### config.mk
export PLATFORM = sky130hd
export DESIGN_NAME = ali_ctrl
export DESIGN_NICKNAME = d
export VERILOG_FILES = /design/src/ali_pkg.sv /design/src/ali_ctrl.sv
export SDC_FILE = /design/constraint.sdc
export NUM_CORES = 1
export LEC_CHECK = 0
export ABC_AREA = 0
export BUFFER_PORTS_ARGS = -buffer_cell sky130_fd_sc_hd__buf_4
export CAP_MARGIN = 40
export CELL_PAD_IN_SITES_DETAIL_PLACEMENT = 0
export CELL_PAD_IN_SITES_GLOBAL_PLACEMENT = 1
export CORE_AREA = 2 2 39 41
export CTS_CLUSTER_SIZE = 24
export DETAILED_ROUTE_END_ITERATION = 8
export DIE_AREA = 0 0 41 43
export GPL_TIMING_DRIVEN = 0
export PLACE_DENSITY = 0.37
export SLEW_MARGIN = 30
export SYNTH_ARGS = -nofsm -noshare
export SYNTH_HDL_FRONTEND = slang
export SYNTH_SLANG_ARGS = --single-unit
### constraint.sdc
create_clock -name clk -period 1.3 [get_ports clk]
set_input_delay 0.26 -clock clk [delete_from_list [all_inputs] [get_ports clk]]
set_output_delay 0.26 -clock clk [all_outputs]
set_load 0.01 [all_outputs]
### src/ali_pkg.sv
`default_nettype none
package ali_pkg;

  localparam int unsigned DEPTH_DEF = 256;

  typedef enum logic [2:0] {
    OP_APPEND = 3'd0,
    OP_REMOVE = 3'd1,
    OP_READ   = 3'd2,
    OP_WRITE  = 3'd3,
    OP_INSERT = 3'd4,
    OP_ERASE  = 3'd5
  } op_t;

  typedef enum logic [1:0] {
    ST_OK    = 2'd0,
    ST_INDEX = 2'd1,
    ST_FULL  = 2'd2,
    ST_EMPTY = 2'd3
  } status_t;

  typedef enum logic [1:0] {
    S_IDLE,
    S_EXEC,
    S_SHIFT,
    S_DONE
  } state_t;

  typedef struct packed {
    logic [2:0]         opcode;
    logic [7:0]         position;
    logic signed [31:0] word_in;
  } req_t;

  typedef struct packed {
    logic signed [31:0] word_out;
    logic [8:0]         count_now;
    logic [1:0]         status;
  } rsp_t;

  // controller to datapath
  typedef struct packed {
    logic capture;
    logic shift_start;
    logic shift_step;
    logic commit;
  } cmd_t;

  // datapath to controller
  typedef struct packed {
    logic shift_needed;
    logic shift_last;
    logic can_load;
  } stat_t;

endpackage
`default_nettype wire

### src/ali_ctrl.sv
`default_nettype none
module ali_ctrl (
  input  wire logic          clk,
  input  wire logic          rst,
  input  wire logic          req_valid,
  output logic               req_ready,
  input  wire ali_pkg::stat_t stat,
  output ali_pkg::cmd_t      cmd
);

  ali_pkg::state_t state, state_next;

  always_ff @(posedge clk) begin
    if (rst) begin
      state <= ali_pkg::S_IDLE;
    end else begin
      state <= state_next;
    end
  end

  always_comb begin
    state_next = state;
    cmd = '0;
    req_ready = 1'b0;
    unique case (state)
      ali_pkg::S_IDLE: begin
        req_ready = 1'b1;
        if (req_valid) begin
          cmd.capture = 1'b1;
          state_next = ali_pkg::S_EXEC;
        end
      end
      ali_pkg::S_EXEC: begin
        if (stat.shift_needed) begin
          cmd.shift_start = 1'b1;
          state_next = ali_pkg::S_SHIFT;
        end else if (stat.can_load) begin
          cmd.commit = 1'b1;
          state_next = ali_pkg::S_IDLE;
        end
      end
      ali_pkg::S_SHIFT: begin
        cmd.shift_step = 1'b1;
        if (stat.shift_last) begin
          state_next = ali_pkg::S_DONE;
        end
      end
      ali_pkg::S_DONE: begin
        if (stat.can_load) begin
          cmd.commit = 1'b1;
          state_next = ali_pkg::S_IDLE;
        end
      end
      default: begin
        state_next = ali_pkg::S_IDLE;
      end
    endcase
  end

endmodule
`default_nettype wire

* Yosys cells after proc, flatten, opt, wreduce, memory -nomap -nowiden
Index checks and enable logic that the tools add are counted.
** Storage, ports and cells
- Flip-flop bits (word level) :: 2
- Output and inout bits :: 5
- Bits of input ports :: 6
** Cells by class
- Reduce and logical (&&, ||, !) cells :: 2
- Equality and inequality tests :: 5
- Multiplexer cells :: 14
** Operator list (number)
- 1-bit two-way mux :: 8
- 2-bit two-way mux :: 4
- 2-bit case mux with 4 select lines :: 1
- 2-bit == test (second input constant) :: 2
- 2-bit inequality test (second input constant) :: 2
- 2-bit by 1-bit == test with 1-bit output (second input constant) :: 1
- 2-bit logical NOT :: 1
- 1-bit case mux with 2 select lines :: 1
- 2-bit AND reduction :: 1

* Longest topological paths before layout
- Depth in word-level cells :: 3
- Mapped depth :: 3
- Depth with buffers taken out :: 3

* Worst setup path after synthesis
No wires, ideal clock.
- Kind :: reg-to-output
- From :: register state[1]
- To :: output port cmd[3] (netlist name)
- Slack :: 0.305 ns
- Buffers on the path :: 0
- Data arrival time :: 0.735 ns
- Cell stages (with the launch flop) :: 3
- Path through :: dfxtp_1 > nor2_1 > and2_1
** RTL lines
- start: declaration :: line ali_ctrl.sv:11 : ali_pkg::state_t state, state_next;
- start signal: assignment :: line ali_ctrl.sv:15 : state <= ali_pkg::S_IDLE;
- start signal: assignment :: line ali_ctrl.sv:17 : state <= state_next;
- end: declaration :: line ali_ctrl.sv:8 : output ali_pkg::cmd_t cmd

==> summary.txt <==
Outcome
  • Status: completed

Global route
  • Initial antenna violation count: 0
  • First-pass GRT wire length: 572 um
  • Tot GR Track Use: 0.0571
  • Remaining Overflow, GRT: 0
  • Largest net degree at the start of global routing: 8
  • Vias in the first global route: 153

Final layout
  • Max reg flops: 2
  • Design Area, Final: 236 sq um
  • Share of cells above drive strength 1: 0.517
  • Largest Register: state
  • Largest regs: state: 2 flops
  • Most common cell after layout, fill and taps aside: buf_4
  • FF+latch area: 42.5 sq um
  • Final #Nets: 37
  • Most frequent cells in the layout: buf_4 (10), nor2_1 (4), nor2b_1 (3), clkbuf_4 (3)
  • Area Overhead vs Synth: 103%
  • # fillers: 159
  • Number of diodes: 0
  • Area of the multi-input gates: 76.3 sq um

Logic synthesis
  • Syn Area/Cell: 7.27 sq um
  • Yosys top cell area share: 0.344
  • Cell accounting for the most synthesized area: dfxtp_1
  • Yosys reg bits: 2
  • Syn Inst Count: 16
  • Post-synth cell types: 9
  • Synth Cell Area: 116 sq um
  • Seq/Total Area, Yosys: 0.344
  • Top area cells in the synthesized netlist: dfxtp_1 (34%), nor2b_1 (16%), nor2_1 (13%)
  • Synthesis warning total: 0
  • Syn nets: 22

Worst setup path
  • Flop-to-flop setup slack: 0.33 ns
  • Critical-path cell list: nor2_1 > and2_1 > buf_4
  • Endpoint class of the critical path: primary output
  • Slowest CP cell: dfxtp_2
  • Reg2Reg Launch Point: state[0]$_SDFFE_PP0P_
  • Setup CP Type: reg -> out
  • CP max stage delay: 0.37 ns
  • Required @ worst endpoint: 1.04 ns
  • Worst reg2reg path depth: 3
  • CP arrival: 0.94 ns
  • Maximum fanout along the worst path: 7
  • Startpoint Class: flop
  • FF-to-FF End: state[0]$_SDFFE_PP0P_

Clock network
  • PostCTS Resize Cnt: 0
  • Clock slew at reported path FFs: 0.03 ns
  • Post-CTS setup buffers: 0
  • CTS H-tree lvls: 1
  • Worst-skew pair later-pin latency: 0.23 ns
  • Hold_buf cts: 0
  • CTS buffer count: 3
  • CTS max path bufs: 2
  • CTS root buffer: clkbuf_4
  • CTS tree: yes
  • Clock Sinks: 2

Timing
  • Final period util: 0.922
  • Post-route setup TNS: 0 ns
  • Hold WS: 0.191 ns
  • Tmin final: 1.20 ns
  • Max Clock Freq: 0.835 GHz
  • Setup violators final: 0
  • Worst-margin pin slew: 0.290 ns
  • Clock Skew: 0.000237 ns
  • Hold Vio Cnt, Final: 0
  • Unrepaired setup endpoints after global routing: no
  • Slew HR: 0.806
  • Fin. max-slew vios: 0

Power and ir drop
  • Static Leak: 0.109 nW
  • Pwr dens: 1230 nW/um^2
  • Worst vdd ir: 0.000382 V

Hold path
  • Worst Hold Class: in -> reg
  • Min-delay src: rst
  • Hold path depth: 2
  • Hold Crit Endpoint: state[1]$_SDFFE_PP0P_

Flow run
  • Max_cap viols: 0

Place
  • I/O Buffers: 10
  • Placed Area: 211 sq um
  • Detailed placement HPWL: 273 um
  • GP Congestion: 0.540

Routing
  • WL/cell: 8.29 um
  • DRC errors left: 0
  • Post-Route WL: 373 um
  • ANT nets after route: 0
  • Pre-antenna DRT Iters: 5
  • Initial drt markers: 9
  • Via/cell ratio: 3.58
  • Vias: 161

Floorplanning
  • Die Y: 43 um
  • Total die area: 1760 sq um
  • Core area: 1380 sq um
  • Ports placed on the boundary: 11
  • Initial Util: 0.0841
  • Row Count: 14
  • Die W: 41 um
[synthesized netlist by cell type (all sizes together)]
master / n
nand2: 2
and2: 1
nor2b: 3
or2: 1
a2111oi: 1
a21oi: 1
nor2: 4
a22oi: 1
dfxtp: 2
[area by class of cell]
| class | instances | share of cell area |
|---|---|---|
| clock buffers | 3 | 0.0952 |
| flip-flops and latches | 2 | 0.180 |
| well taps | 16 | 0.0847 |
| repair buffers | 10 | 0.317 |
| multi-input cells | 14 | 0.323 |
[worst max-delay path, delay by kind of cell, from the launching register on]
kind	cells	cell delay (ns)
AND/OR/NAND/NOR	2	0.21
buffers and inverters	1	0.14
flip-flops	1	0.37
[per-stage QoR]
step	setup WS, ns	cells	utilization	total power [mW]
after floorplan	0.305	16	-	0.110
after global placement	0.276	42	0.153	0.151
after detailed placement	0.258	42	0.153	0.151
after CTS	0.0212	45	0.169	0.301
after global routing	0.0366	45	0.171	0.313
final	0.102	45	0.171	0.291
[worst max path at each step]
stage,from,end,slack (ns)
floorplan,state[1]$_SDFFE_PP0P_,cmd[3],0.31
global placement,state[0]$_SDFFE_PP0P_,cmd[3],0.28
detailed placement,state[0]$_SDFFE_PP0P_,state[0]$_SDFFE_PP0P_,0.26
CTS,state[0]$_SDFFE_PP0P_,cmd[3],0.02
global route,state[1]$_SDFFE_PP0P_,cmd[3],0.04
finish,state[0]$_SDFFE_PP0P_,cmd[3],0.10
[routing by layer]
layer,vias up,global-route usage,wire (um)
li1,80,-,-
met1,62,0.0669,155
met2,17,0.0563,118
met3,2,0.0157,84
met4,0,0.100,15
met5,-,0,0
[cell families (layout without fill, tap and decap cells)]
logic type,count (synthesis),count (layout),share of synthesized area
buf+inv,0,13,0
simple gates,11,11,0.462
compound gates,3,3,0.194
flops,2,2,0.344
[where the power goes]
part,switching (mW),internal [mW]
Clock,0.0380,0.102
Combinational,0.0299,0.0414
Sequential,0.00977,0.0698
(Power assumes the default switching activity.)
